[src/sv/dlesfr_pkg.sv]
`timescale 1ns / 1ps
// ----------------------------------------------------------------------------
// dlesfr_pkg
// Shared types and constants for the DLE-stuffed frame receiver.
// ----------------------------------------------------------------------------
package dlesfr_pkg;

    localparam int MAX_LEN = 1024;
    localparam int LEN_W   = 11;
    localparam int ADDR_W  = 32;

    localparam logic [7:0] DLE_CODE = 8'h10;
    localparam logic [7:0] STX_CODE = 8'h02;
    localparam logic [7:0] ETX_CODE = 8'h03;

    // Register indexes on the configuration port
    localparam logic CFG_OWN_ADDRESS = 1'b0;
    localparam logic CFG_MAX_LENGTH  = 1'b1;

    typedef enum logic [2:0] {
        KIND_DATA       = 3'd0,
        KIND_DONE       = 3'd1,
        KIND_WRONG_DEST = 3'd2,
        KIND_BAD_ESCAPE = 3'd3,
        KIND_FULL       = 3'd4
    } kind_t;

    typedef enum logic [2:0] {
        PH_HUNT     = 3'd0,
        PH_HUNT_DLE = 3'd1,
        PH_HEADER   = 3'd2,
        PH_PAYLOAD  = 3'd3,
        PH_ESCAPE   = 3'd4
    } phase_t;

endpackage

[src/sv/dle_stuffed_frame_receiver.sv]
`timescale 1ns / 1ps
// ----------------------------------------------------------------------------
// dle_stuffed_frame_receiver
// Hunts DLE STX, takes an 8-byte raw header (source, destination IDs),
// destuffs payload and reports frame end, rejection, bad escape or full.
// ----------------------------------------------------------------------------
// Path: an accepted input word passes through the input register, then
//   the result register, before its result word reaches the output.
// Throughput: one word per cycle; in_stall rises only when a result waits.
// Reset: rst_n is asynchronous, active low; the receiver comes up hunting,
//   own_address = 0, max_length = 1024, both pipeline stages empty.
module dle_stuffed_frame_receiver (
    input  logic                          clk,
    input  logic                          rst_n,
    // configuration
    input  logic                          cfg_we,
    input  logic                          cfg_index,
    input  logic [dlesfr_pkg::ADDR_W-1:0] cfg_data,
    // input channel
    input  logic                          in_valid,
    output logic                          in_stall,
    input  logic [7:0]                    rx_byte,
    // output channel
    output logic                          out_valid,
    input  logic                          out_stall,
    output logic [2:0]                    kind,
    output logic [7:0]                    data_byte,
    output logic [dlesfr_pkg::LEN_W-1:0]  frame_length,
    output logic [31:0]                   sender_id
);
    import dlesfr_pkg::*;

    // ------------------------------------------------------------------
    // Configuration registers
    // ------------------------------------------------------------------
    logic [ADDR_W-1:0] own_address_reg;
    logic [LEN_W-1:0]  max_length_reg;

    always_ff @(posedge clk or negedge rst_n)
    begin
        if (!rst_n)
        begin
            own_address_reg <= '0;
            max_length_reg  <= LEN_W'(MAX_LEN);
        end
        else if (cfg_we)
        begin
            case (cfg_index)
                CFG_OWN_ADDRESS: own_address_reg <= cfg_data;
                CFG_MAX_LENGTH:  max_length_reg  <= cfg_data[LEN_W-1:0];
                default:         ;
            endcase
        end
    end

    // Effective limit saturates at MAX_LEN
    logic [LEN_W-1:0] limit;
    assign limit = (max_length_reg > LEN_W'(MAX_LEN)) ? LEN_W'(MAX_LEN) : max_length_reg;

    // ------------------------------------------------------------------
    // Pipeline handshake: input register feeds the result register.
    // Stage 1 drains whenever the result register is empty or being taken.
    // ------------------------------------------------------------------
    logic       s1_valid_reg;
    logic [7:0] s1_byte_reg;
    logic       out_valid_reg;
    logic       s1_advance;
    logic       in_accept;
    logic       s1_fire;

    assign s1_advance = !out_valid_reg || !out_stall;
    assign in_stall   = s1_valid_reg && !s1_advance;
    assign in_accept  = in_valid && !in_stall;
    assign s1_fire    = s1_valid_reg && s1_advance;

    always_ff @(posedge clk or negedge rst_n)
    begin
        if (!rst_n)
        begin
            s1_valid_reg <= 1'b0;
        end
        else if (in_accept)
        begin
            s1_valid_reg <= 1'b1;
        end
        else if (s1_advance)
        begin
            s1_valid_reg <= 1'b0;
        end
    end

    always_ff @(posedge clk)
    begin
        if (in_accept)
        begin
            s1_byte_reg <= rx_byte;
        end
    end

    // ------------------------------------------------------------------
    // Frame state
    // ------------------------------------------------------------------
    phase_t           phase_reg, phase_next;
    logic [3:0]       header_count_reg, header_count_next;
    logic [31:0]      source_shift_reg, source_shift_next;
    logic [31:0]      dest_shift_reg, dest_shift_next;
    logic [LEN_W-1:0] payload_count_reg, payload_count_next;

    logic [7:0]       b;
    logic [3:0]       hc_inc;
    logic [LEN_W-1:0] count_inc;

    assign b         = s1_byte_reg;
    assign hc_inc    = header_count_reg + 4'd1;
    assign count_inc = payload_count_reg + LEN_W'(1);

    // Next-state logic
    always_comb
    begin
        phase_next         = phase_reg;
        header_count_next  = header_count_reg;
        source_shift_next  = source_shift_reg;
        dest_shift_next    = dest_shift_reg;
        payload_count_next = payload_count_reg;
        case (phase_reg)
            PH_HUNT_DLE:
            begin
                if (b == STX_CODE)
                begin
                    phase_next         = PH_HEADER;
                    header_count_next  = '0;
                    source_shift_next  = '0;
                    dest_shift_next    = '0;
                    payload_count_next = '0;
                end
                else if (b != DLE_CODE)
                begin
                    phase_next = PH_HUNT;
                end
            end
            PH_HEADER:
            begin
                // little-endian: newest byte lands on top
                if (header_count_reg < 4'd4)
                    source_shift_next = {b, source_shift_reg[31:8]};
                else
                    dest_shift_next = {b, dest_shift_reg[31:8]};
                header_count_next = hc_inc;
                if (hc_inc >= 4'd8)
                begin
                    header_count_next = '0;
                    if (dest_shift_next != own_address_reg)
                        phase_next = PH_HUNT;
                    else
                        phase_next = PH_PAYLOAD;
                end
            end
            PH_PAYLOAD:
            begin
                if (payload_count_reg >= limit)
                    phase_next = PH_HUNT;
                else if (b == DLE_CODE)
                    phase_next = PH_ESCAPE;
                else
                    payload_count_next = count_inc;
            end
            PH_ESCAPE:
            begin
                if (b == DLE_CODE)
                begin
                    phase_next         = PH_PAYLOAD;
                    payload_count_next = count_inc;
                end
                else
                begin
                    phase_next = PH_HUNT;
                end
            end
            default:
            begin
                phase_next = (b == DLE_CODE) ? PH_HUNT_DLE : PH_HUNT;
            end
        endcase
    end

    // Result logic
    logic             res_valid;
    kind_t            res_kind;
    logic [7:0]       res_data;
    logic [LEN_W-1:0] res_len;

    always_comb
    begin
        res_valid = 1'b0;
        res_kind  = KIND_DATA;
        res_data  = '0;
        res_len   = '0;
        case (phase_reg)
            PH_HEADER:
            begin
                if (hc_inc >= 4'd8 && dest_shift_next != own_address_reg)
                begin
                    res_valid = 1'b1;
                    res_kind  = KIND_WRONG_DEST;
                end
            end
            PH_PAYLOAD:
            begin
                if (payload_count_reg >= limit)
                begin
                    res_valid = 1'b1;
                    res_kind  = KIND_FULL;
                    res_len   = payload_count_reg;
                end
                else if (b != DLE_CODE)
                begin
                    res_valid = 1'b1;
                    res_kind  = KIND_DATA;
                    res_data  = b;
                    res_len   = count_inc;
                end
            end
            PH_ESCAPE:
            begin
                res_valid = 1'b1;
                if (b == ETX_CODE)
                begin
                    res_kind = KIND_DONE;
                    res_len  = payload_count_reg;
                end
                else if (b == DLE_CODE)
                begin
                    res_kind = KIND_DATA;
                    res_data = b;
                    res_len  = count_inc;
                end
                else
                begin
                    res_kind = KIND_BAD_ESCAPE;
                    res_len  = payload_count_reg;
                end
            end
            default:
            begin
                res_valid = 1'b0;
            end
        endcase
    end

    always_ff @(posedge clk or negedge rst_n)
    begin
        if (!rst_n)
        begin
            phase_reg         <= PH_HUNT;
            header_count_reg  <= '0;
            source_shift_reg  <= '0;
            dest_shift_reg    <= '0;
            payload_count_reg <= '0;
        end
        else if (s1_fire)
        begin
            phase_reg         <= phase_next;
            header_count_reg  <= header_count_next;
            source_shift_reg  <= source_shift_next;
            dest_shift_reg    <= dest_shift_next;
            payload_count_reg <= payload_count_next;
        end
    end

    // ------------------------------------------------------------------
    // Result register
    // ------------------------------------------------------------------
    logic [2:0]       kind_reg;
    logic [7:0]       data_byte_reg;
    logic [LEN_W-1:0] frame_length_reg;
    logic [31:0]      sender_id_reg;

    always_ff @(posedge clk or negedge rst_n)
    begin
        if (!rst_n)
        begin
            out_valid_reg <= 1'b0;
        end
        else if (s1_fire && res_valid)
        begin
            out_valid_reg <= 1'b1;
        end
        else if (!out_stall)
        begin
            out_valid_reg <= 1'b0;
        end
    end

    always_ff @(posedge clk)
    begin
        if (s1_fire && res_valid)
        begin
            kind_reg         <= res_kind;
            data_byte_reg    <= res_data;
            frame_length_reg <= res_len;
            sender_id_reg    <= source_shift_next;
        end
    end

    assign out_valid    = out_valid_reg;
    assign kind         = kind_reg;
    assign data_byte    = data_byte_reg;
    assign frame_length = frame_length_reg;
    assign sender_id    = sender_id_reg;

endmodule

[config.mk]
export PLATFORM = sky130hd
export DESIGN_NAME = dle_stuffed_frame_receiver
export DESIGN_NICKNAME = d
export VERILOG_FILES = /design/src/sv/dlesfr_pkg.sv /design/src/sv/dle_stuffed_frame_receiver.sv
export SDC_FILE = /design/constraint.sdc
export NUM_CORES = 1
export LEC_CHECK = 0
export BUFFER_PORTS_ARGS = -buffer_cell sky130_fd_sc_hd__buf_2
export CAP_MARGIN = 40
export CORE_ASPECT_RATIO = 1.1
export CORE_MARGIN = 4
export CORE_UTILIZATION = 50
export CTS_CLUSTER_SIZE = 24
export DETAILED_ROUTE_END_ITERATION = 16
export PLACE_DENSITY = 0.72
export RECOVER_POWER = 50
export SYNTH_ARGS = -nofsm -noshare
export SYNTH_HDL_FRONTEND = slang
export SYNTH_SLANG_ARGS = --single-unit
[constraint.sdc]
create_clock -name clk -period 4.6 [get_ports clk]
set_input_delay 0.46 -clock clk [delete_from_list [all_inputs] [get_ports clk]]
set_output_delay 0.46 -clock clk [all_outputs]
set_load 0.01 [all_outputs]
# Yosys cells after proc, flatten, opt, wreduce, memory -nomap -nowiden
# Index checks and enable logic that the tools add are counted.
dict set report word_totals {
  regBits 189
  input_bits 46
  elab_cells 103
}
dict set report op_classes {
  n_addsub 2
  order_cmp 4
  eq_ne 17
  muxes 47
  n_bitwise 1
  reduce_logical 18
}
# cell n
set op_table {}
lappend op_table {{32-bit 2-to-1 mux} 5}
lappend op_table {{32-bit one-hot mux with 2 select lines} 2}
lappend op_table {{11-bit 2-to-1 mux} 8}
lappend op_table {{32-bit != test} 2}
lappend op_table {{11-bit one-hot mux with 3 select lines} 1}
lappend op_table {{8-bit 2-to-1 mux} 4}
lappend op_table {{11-bit one-hot mux with 2 select lines} 1}
lappend op_table {{3-bit 2-to-1 mux} 6}
lappend op_table {{8-bit by 2-bit == test with 1-bit output (second input constant)} 2}
lappend op_table {{8-bit one-hot mux with 2 select lines} 1}
lappend op_table {{3-bit one-hot mux with 4 select lines} 1}
lappend op_table {{11-bit by 1-bit adder with 11-bit output (second input constant)} 1}
lappend op_table {{11-bit greater-or-equal comparator} 1}
lappend op_table {{11-bit greater-than comparator (second input constant)} 1}
lappend op_table {{2-bit 2-to-1 mux} 5}
lappend op_table {{3-bit one-hot mux with 3 select lines} 1}
lappend op_table {{8-bit by 5-bit == test with 1-bit output (second input constant)} 1}
lappend op_table {{1-bit 2-to-1 mux} 8}
lappend op_table {{4-bit 2-to-1 mux} 2}
lappend op_table {{2-bit != test (second input constant)} 4}
lappend op_table {{8-bit by 5-bit != test with 1-bit output (second input constant)} 1}
lappend op_table {{4-bit one-hot mux with 2 select lines} 1}
lappend op_table {{3-bit by 2-bit == test with 1-bit output (second input constant)} 2}
lappend op_table {{3-bit != test (second input constant)} 2}
lappend op_table {{other kinds (17)} 26}

# Longest topological paths before layout
# Gate-level depths: netlist (run 1).
dict set report depth {
  ltp_word 10
  depth_mapped 13
  ltp_nobuf 11
}

# Least setup slack after synthesis (run 1)
# No wires, ideal clock.
dict set report synth_path {
  kind {reg-to-reg}
  startpoint {reg header_count_reg[2]}
  endpoint {reg data_byte_reg[0] (netlist: data_byte[0]) (enable)}
  setup_ps 472
  arrival_ps 4563
  slack_ps -436
  stages_incl_launch_ff 12
  path_buffers 3
  synth_period_minus_slack_ps 5036
  path_cell_list {dfrtp_1 > clkbuf_1 > clkbuf_1 > nor2_1 > clkbuf_1 > mux2i_1 > nor2_1 > a21oi_1 > xor2_1 > nand3_1 > o31ai_2 > o21ai_1}
}
dict set report synth_via {
  elab_chain_cells 9
  word_cells_on_any_way 11
}
# item line
set synth_lines {}
lappend synth_lines {{from (decl)} dle_stuffed_frame_receiver.sv:104} ;# logic [3:0] header_count_reg, header_count_next;
lappend synth_lines {{from (signal assigned)} dle_stuffed_frame_receiver.sv:263} ;# header_count_reg <= header_count_next;
lappend synth_lines {{4-bit by 3-bit < comparator with 1-bit output} dle_stuffed_frame_receiver.sv:144} ;# if (header_count_reg < 4'd4)
lappend synth_lines {{32-bit 2-to-1 mux} dle_stuffed_frame_receiver.sv:144}
lappend synth_lines {{32-bit 2-to-1 mux} dle_stuffed_frame_receiver.sv:125} ;# case (phase_reg)
lappend synth_lines {{32-bit one-hot mux with 2 select lines} dle_stuffed_frame_receiver.sv:125}
lappend synth_lines {{32-bit != test} dle_stuffed_frame_receiver.sv:201} ;# if (hc_inc >= 4'd8 && dest_shift_next != own_address_reg)
lappend synth_lines {{1-bit logical AND *} dle_stuffed_frame_receiver.sv:201}
lappend synth_lines {{1-bit 2-to-1 mux *} dle_stuffed_frame_receiver.sv:201}
lappend synth_lines {{1-bit one-hot mux with 3 select lines *} dle_stuffed_frame_receiver.sv:198} ;# case (phase_reg)
lappend synth_lines {{1-bit logical AND *} dle_stuffed_frame_receiver.sv:296} ;# if (s1_fire && res_valid)
lappend synth_lines {{to (signal assigned)} dle_stuffed_frame_receiver.sv:299} ;# data_byte_reg <= res_data;
lappend synth_lines {{to (decl)} dle_stuffed_frame_receiver.sv:274} ;# logic [7:0] data_byte_reg;
# Every way passes the cells marked *; elsewhere a longest branch is shown, timed or not. The select of a mux whose other input is x is not followed.
# A chain may end at the register's enable or synchronous reset.

# Worst setup path in the final report (run 1)
dict set report layout_path {
  startpoint {reg phase_reg[0]}
  endpoint {reg sender_id_reg[23] (netlist: sender_id[23]) (enable)}
}
dict set report layout_via {
  elab_chain_cells 7
  word_cells_on_any_way 10
}
# item line
set layout_lines {}
lappend layout_lines {{from (decl)} dle_stuffed_frame_receiver.sv:103} ;# phase_t phase_reg, phase_next;
lappend layout_lines {{from (signal assigned)} dle_stuffed_frame_receiver.sv:262} ;# phase_reg <= phase_next;
lappend layout_lines {{3-bit by 2-bit == test with 1-bit output / 3-bit by 1-bit == test with 1-bit output (equally long branches)} {dle_stuffed_frame_receiver.sv:125, dle_stuffed_frame_receiver.sv:198}}
lappend layout_lines {{32-bit one-hot mux with 2 select lines} dle_stuffed_frame_receiver.sv:125}
lappend layout_lines {{32-bit != test} dle_stuffed_frame_receiver.sv:201}
lappend layout_lines {{1-bit logical AND} dle_stuffed_frame_receiver.sv:201}
lappend layout_lines {{1-bit 2-to-1 mux} dle_stuffed_frame_receiver.sv:201}
lappend layout_lines {{1-bit one-hot mux with 3 select lines *} dle_stuffed_frame_receiver.sv:198}
lappend layout_lines {{1-bit logical AND *} dle_stuffed_frame_receiver.sv:296}
lappend layout_lines {{to (signal assigned)} dle_stuffed_frame_receiver.sv:301} ;# sender_id_reg <= source_shift_next;
lappend layout_lines {{to (decl)} dle_stuffed_frame_receiver.sv:276} ;# logic [31:0] sender_id_reg;
# Every way passes the cells marked *; elsewhere a longest branch is shown, timed or not.

==> flow_metrics.py, run 1 <==
metrics = {
    "die": {
        "dieArea_um2": 22200,
        "rows": 53,
        "io_pins": 102,
        "die_y_um": 156,
        "initial_utilization": 0.514,
        "core-area_um2": 19400,
        "fp.dieW_um": 143,
    },
    "detailed_routing": {
        "via_per_inst": 6.28,
        "drt_wl_total_mm": 28.9,
        "route.detailed.drc": 0,
        "drt_pass1_iterations": 5,
        "wl_per_cell_um": 21.5,
        "via_count": 8423,
        "postRouteAntennaNets": 0,
        "drtIter0Drc": 737,
    },
    "clock_tree": {
        "cts_buffers": 17,
        "clockBufferDepth": 2,
        "clk_transition_reported_paths_ns": 0.08,
        "insertion_delay_ns": 0.44,
        "clkSinkCount": 189,
        "cts_tree": "yes",
        "root_buffer": "clkbuf_16",
        "htree_levels": 4,
        "cts_setup_buffers": 0,
        "cts_resized": 0,
        "cts_hold_buf": 0,
    },
    "yosys": {
        "synth_most_common_cell": "nand2_1",
        "ys_warn_count": 0,
        "yosysTopAreaCellShare": 0.317,
        "ys_top_cells_by_count": "nand2_1 (127), dfrtp_1 (126), o21ai_0 (63), edfxtp_1 (62), nor2_1 (54)",
        "synth_fp_nets": 1051,
        "ys_ff_latch": 189,
        "synth_ff_type": "dfrtp_1",
        "syn_inst": 991,
        "seq_area_frac_synth": 0.506,
        "yosysUniqueCellTypes": 67,
        "async_flop_share": 0.672,
        "avgSynthCellArea_um2": 10.0,
        "synth_top_area_cell": "dfrtp_1",
        "synth_area_leaders": "dfrtp_1 (32%), edfxtp_1 (19%), nand2_1 (4.8%)",
        "syn_area_um2": 9960,
        "synth_edf_count": 62,
    },
    "grt": {
        "overflow": 0,
        "grt_pass1_wl_mm": 45.4,
        "grt_pass1_vias": 8138,
        "track_usage": 0.262,
        "antenna_found_initial": 0,
        "grt_max_degree": 68,
    },
    "timing": {
        "maxSlewHeadroom": -1.21,
        "setup_viol": 0,
        "post-route-period-util": 0.939,
        "fin_skew_ns": 0.0157,
        "timing.hold.ws_ns": 0.195,
        "finalWorstSetupSlack_ns": 0.280,
        "finalHoldViolations": 0,
        "fin_tns_setup_ns": 0,
        "final.min_clock_period_ns": 4.32,
        "fmax_mhz": 231,
        "slew_viol_final": 95,
        "worst_slew_pin_slew_ns": 3.31,
        "rsz0062_at_grt": "false",
    },
    "cells_and_area": {
        "fin_nets": 1141,
        "syn2layout_area_growth_pct": 14.1,
        "nFillCells": 1718,
        "n_antenna_cell": 0,
        "seqCellArea_um2": 5040,
        "drive_above_1_share": 0.169,
        "stdcell_count": 1341,
        "multi_input_area_um2": 4590,
        "final_cell_area_um2": 11400,
    },
    "setup_path": {
        "slowest_delay_ns": 0.67,
        "r2r_end": "sender_id[23]$_DFFE_PP_",
        "crit_required_ns": 4.78,
        "path_buf_inv": 1,
        "critPathCaptureType": "register",
        "cp-startpoint": "phase_reg[0]$_DFFE_PN0P_",
        "path_max_fanout": 44,
        "start_kind": "register",
        "critical_path_class": "register to register",
        "path_cells": "or3b_1, o21ai_0, o22ai_1, or4_1, or4_1, or4_1, o31ai_2, o21ai_4, buf_12",
        "rr_worst_depth": 9,
        "path_common_cell": "or4_1",
        "r2r-start": "phase_reg[0]$_DFFE_PN0P_",
        "reg2reg_slack_ns": 0.28,
        "slowest_stage": "or3b_1",
        "crit_arrival_ns": 4.50,
        "cp_top_family": "simple AND/OR/NAND/NOR gates",
    },
    "run_status": {
        "status": "finished, violations left",
        "violations": "max-capacitance violations, max-slew violations",
    },
    "place": {
        "hpwl_mm": 20.9,
        "place_congestion": 1.00,
        "port_buffers": 101,
        "place_area_um2": 10800,
        "pre_cts_slack_ns": 0.344,
        "dp.cells": 1309,
    },
    "run": {
        "cap_violations": 2,
    },
    "hold_path": {
        "hold_depth": 1,
        "min_to": "b[3]$_DFFE_PP_",
        "worstHoldPathType": "input port to register",
        "hold_start": "rx_byte[3]",
    },
    "pwr": {
        "ir_drop_mv": 0.289,
        "power-per-cell-area_nw_per_um2": 500,
        "power.leakage_nw": 4.61,
    },
}
logic make-up (layout without fill, tap and decap cells):
group | count (synthesis) | in the layout | synth area share
buf+inv | 86 | 189 | 0.0346
simple gates | 330 | 330 | 0.160
flops | 189 | 189 | 0.506
mux | 59 | 59 | 0.0646
xor+xnor | 40 | 40 | 0.0352
compound gates | 273 | 273 | 0.182
fa+ha+maj | 14 | 14 | 0.0176
how the worst max path moves through the flow:
stage                                       to  slack (ns)  cells past startpoint
floorplan               data_byte[0]$_DFFE_PP_        0.59                     11
global placement       sender_id[27]$_DFFE_PP_        0.33                      9
detailed placement     sender_id[25]$_DFFE_PP_        0.34                      9
CTS                    sender_id[23]$_DFFE_PP_        0.33                      9
global route        frame_length[10]$_DFFE_PP_        0.04                     10
finish                 sender_id[23]$_DFFE_PP_        0.28                      9
per-layer routing:
| layer | wire length (um) | vias to the layer above | track usage | part of all wire |
|---|---|---|---|---|
| met5 | 0 | - | 0 | 0 |
| met4 | 1320 | 0 | 0.118 | 0.046 |
| met3 | 1860 | 84 | 0.0469 | 0.064 |
| met2 | 13700 | 365 | 0.422 | 0.48 |
| met1 | 12000 | 4142 | 0.348 | 0.41 |
| li1 | - | 3832 | - | - |
area by class of cell:
cell class,instances,share of cell area
timing repair buffer,131,0.0631
clock inverter,15,0.0160
multi-input combinational,716,0.404
inverter,26,0.00859
sequential,189,0.444
clock buffer,17,0.0374
tap,247,0.0272
report_power, final:
part           internal (mW)  leakage [nW]  switching, mW  total [mW]
combinational          0.655          2.18           1.10        1.75
clock                  0.747         0.297          0.755        1.50
sequential              2.11          2.14          0.311        2.42
total                   3.52          4.61           2.16        5.68
stage by stage:
stage / util / power (mW)
detailed placement: 0.558 / 4.18
finish: 0.587 / 5.68
global route: 0.587 / 6.01
CTS: 0.589 / 5.68
floorplan: - / 3.60
global placement: 0.557 / 4.13
placed cells by master (no fill, tap or decap), types with 6 or more instances in the layout:
cell type,Yosys,layout
a21boi_0,16,16
a21oi_1,33,33
a22o_1,36,36
a31oi_1,43,43
and2_1,16,14
and3_1,11,11
buf_2,2,67
buf_4,1,26
clkbuf_1,51,35
clkbuf_16,0,17
dfrtp_1,126,126
edfxtp_1,62,62
ha_1,14,14
inv_1,24,24
mux2_2,42,42
mux2i_1,17,17
nand2_1,127,127
nand2b_1,13,13
nand3_1,49,49
nand4_1,7,7
nor2_1,54,53
nor2b_1,15,14
nor4_1,11,11
o211ai_1,7,7
o21ai_0,63,62
o22ai_1,19,19
o31ai_1,6,6
or4_1,8,8
xnor2_1,30,30
xor2_1,10,10
No activity file was read; power rests on OpenSTA's default activity.
==> inputs of run 2 (changes only) <==
- ABC_AREA: unset -> 1
==> run 2 against run 1 <==
Against the previous run: non-clock buffer count down 16; sequential share of layout area grew 0.32 points; synthesized area grew 0.46%; critical endpoint is now data_byte[0]$_DFFE_PP_; global-route usage down 4.8 points; synthesized cell count is 20% higher; combinational power shrank 59%; maximum frequency increased by 15%; critical path depth rose by 8; the flow still finishes with violations (max-capacitance violations, max-slew violations); worst hold slack lost 0.0099 ns.
==> flow_metrics.py, run 2 <==
metrics = {
    "cells_and_area": {
        "fin_nets": 1330,
        "drive_above_1_share": 0.137,
        "syn2layout_area_growth_pct": 12.8,
        "nFillCells": 1774,
        "stdcell_count": 1535,
        "final_common_cell": "nand2_1",
        "final_cell_mix": "nand2_1 (312), dfrtp_1 (126), inv_1 (119)",
        "n_antenna_cell": 0,
    },
    "pwr": {
        "combPwrFrac": 0.171,
        "p_seq_frac": 0.470,
        "pwr-share-clk": 0.359,
        "p_sw_frac": 0.314,
        "p_sw_mw": 1.34,
        "internal_power_mw": 2.91,
        "power.leakage_nw": 5.18,
        "power-per-cell-area_nw_per_um2": 376,
        "power.total_mw": 4.25,
        "ir_drop_mv": 0.286,
    },
    "timing": {
        "maxSlewHeadroom": -1.21,
        "setup_viol": 0,
        "final.min_clock_period_ns": 3.75,
        "post-route-period-util": 0.815,
        "finalHoldViolations": 0,
        "fin_skew_ns": 0.0233,
        "slew_viol_final": 119,
        "worst_slew_pin_slew_ns": 3.32,
        "timing.hold.ws_ns": 0.185,
        "fmax_mhz": 267,
        "rsz0062_at_grt": "false",
        "fin_tns_setup_ns": 0,
    },
    "clock_tree": {
        "cts_tree": "yes",
        "htree_levels": 4,
        "cts_resized": 0,
        "cts_hold_buf": 0,
        "cts_setup_buffers": 0,
        "clkSinkCount": 189,
        "root_buffer": "clkbuf_16",
        "clockBufferDepth": 2,
        "insertion_delay_ns": 0.45,
        "clk_transition_reported_paths_ns": 0.08,
        "cts_buffers": 17,
    },
    "die": {
        "initial_utilization": 0.507,
        "fp.dieW_um": 143,
        "core-area_um2": 19700,
        "die_y_um": 156,
        "rows": 54,
        "dieArea_um2": 22300,
        "io_pins": 102,
    },
    "setup_path": {
        "crit_required_ns": 4.75,
        "critical_path_class": "register to register",
        "crit_arrival_ns": 3.90,
        "path_max_fanout": 32,
        "critPathCaptureType": "register",
        "start_kind": "register",
    },
    "yosys": {
        "ys_ff_latch": 189,
        "synth_top_family_by_area": "simple AND/OR/NAND/NOR gates",
        "async_flop_share": 0.672,
        "synth_edf_count": 62,
        "synth-xor-area-share": 0.0236,
        "syn_inst": 1191,
        "synth_top_area_cell": "dfrtp_1",
        "seq_area_frac_synth": 0.504,
        "synthMuxAreaShare": 0.00788,
        "avgSynthCellArea_um2": 8.40,
        "synth_area_leaders": "dfrtp_1 (32%), edfxtp_1 (19%), nand2_1 (12%)",
        "synth_most_common_cell": "nand2_1",
        "synth-simple-area-share": 0.235,
        "synthAdderAreaFrac": 0.0175,
        "ys_top_cells_by_count": "nand2_1 (313), dfrtp_1 (126), inv_1 (121), o21ai_0 (96), nand3_1 (80)",
        "syn_area_um2": 10000,
        "yosysUniqueCellTypes": 46,
        "ys_warn_count": 0,
        "synth_compound_area_frac": 0.134,
        "yosysTopAreaCellShare": 0.315,
        "synth_ff_type": "dfrtp_1",
        "synth_fp_nets": 1251,
    },
    "detailed_routing": {
        "drtIter0Drc": 845,
        "drt_pass1_iterations": 6,
        "drt_wl_total_mm": 23.6,
        "via_per_inst": 5.44,
        "wl_per_cell_um": 15.4,
        "via_count": 8353,
        "postRouteAntennaNets": 0,
        "route.detailed.drc": 0,
    },
    "grt": {
        "grt_pass1_wl_mm": 38.5,
        "track_usage": 0.214,
        "grt_pass1_vias": 7670,
        "overflow": 0,
        "antenna_found_initial": 0,
        "grt_max_degree": 95,
    },
    "hold_path": {
        "worstHoldPathType": "input port to register",
    },
    "place": {
        "port_buffers": 101,
        "dp.cells": 1503,
        "place_congestion": 0.853,
        "hpwl_mm": 16.2,
    },
    "run_status": {
        "violations": "max-capacitance violations, max-slew violations",
        "status": "finished, violations left",
    },
    "run": {
        "cap_violations": 2,
    },
}
==> run 2: cell types whose count changed after synthesis, sizes merged, moves of 19 or more <==
cell,change
or2,+19
a22o,-36
nand2,+187
nand3,+44
inv,+106
clkbuf,-19
o22ai,+24
nor2,+22
o21ai,+57
mux2,-35
a31oi,-37
xnor2,-27
==> run 2: critical path, cell delays in order, from the launching register on <==
cell	delay (ns)
dfrtp_1	0.40
nor4_1	0.31
a31o_2	0.30
nand2_1	0.07
ha_1	0.31
nand2_1	0.07
o21ai_0	0.17
nand2_1	0.08
nand2_1	0.06
a31oi_1	0.04
nand2_1	0.22
nand2_1	0.24
inv_1	0.15
a211oi_1	0.05
nand2_1	0.11
nand2_1	0.08
inv_2	0.52
buf_12	0.26
==> run 2: area by class of cell <==
class	count	area, um2	area share
clock buffers	17	425	0.0377
clock inverters	15	209	0.0185
inverters	131	492	0.0436
multi-input cells	816	4190	0.371
flip-flops and latches	189	5040	0.447
well taps	252	315	0.0279
repair buffers	115	614	0.0544
==> run 2: metal layers <==
metal  global-route usage  vias to the layer above  wire [um]
met5                    0                        -          0
met4               0.0584                        0        349
met3               0.0361                       33       1340
met2                0.346                      244      11300
met1                0.302                     3943      10700
li1                     -                     4133          -
==> run 2: metrics by stage <==
| stage | setup slack, ns | utilization | area, um2 |
|---|---|---|---|
| final | 0.853 | 0.572 | 11300 |
| after global routing | 0.497 | 0.572 | 11300 |
| after CTS | 0.845 | 0.574 | 11300 |
| after detailed placement | 0.864 | 0.542 | 10700 |
| after global placement | 0.973 | 0.540 | 10700 |
| after floorplan | 0.731 | - | 10000 |
==> run 2: logic make-up after synthesis <==
kind of cell / Yosys count
AND/OR/NAND/NOR: 533
AO/OA/AOI/OAI: 235
flip-flops: 189
buffers and inverters: 186
XOR/XNOR: 27
adder cells (fa/ha/maj): 14
multiplexers: 7
==> run 2: worst paths after layout <==
kind	startpoint	to	slack, ns	cells past startpoint
worst max-delay path	max_length_reg[2]$_DFFE_PN0P_	data_byte[0]$_DFFE_PP_	0.85	17
worst min-delay path	rx_byte[7]	b[7]$_DFFE_PP_	0.18	1
worst max register to register	max_length_reg[2]$_DFFE_PN0P_	data_byte[0]$_DFFE_PP_	0.85	17
worst min register to register	max_length_reg[10]$_DFFE_PN1P_	max_length_reg[10]$_DFFE_PN1P_	0.49	2
max in group asynchronous	rst_n	dest_shift_reg[11]$_DFFE_PN0P_	1.59	1
min in group asynchronous	rst_n	payload_count_reg[4]$_DFFE_PN0P_	1.11	1
==> run 2: power groups by stage <==
| stage | Combinational [mW] | Sequential, mW | Clock, mW |
|---|---|---|---|
| after floorplan | 0.559 | 1.99 | 0 |
| after global placement | 0.698 | 2.02 | 0 |
| after detailed placement | 0.720 | 2.03 | 0 |
| after CTS | 0.729 | 1.99 | 1.54 |
| after global routing | 0.837 | 2.01 | 1.62 |
| final | 0.726 | 2.00 | 1.52 |
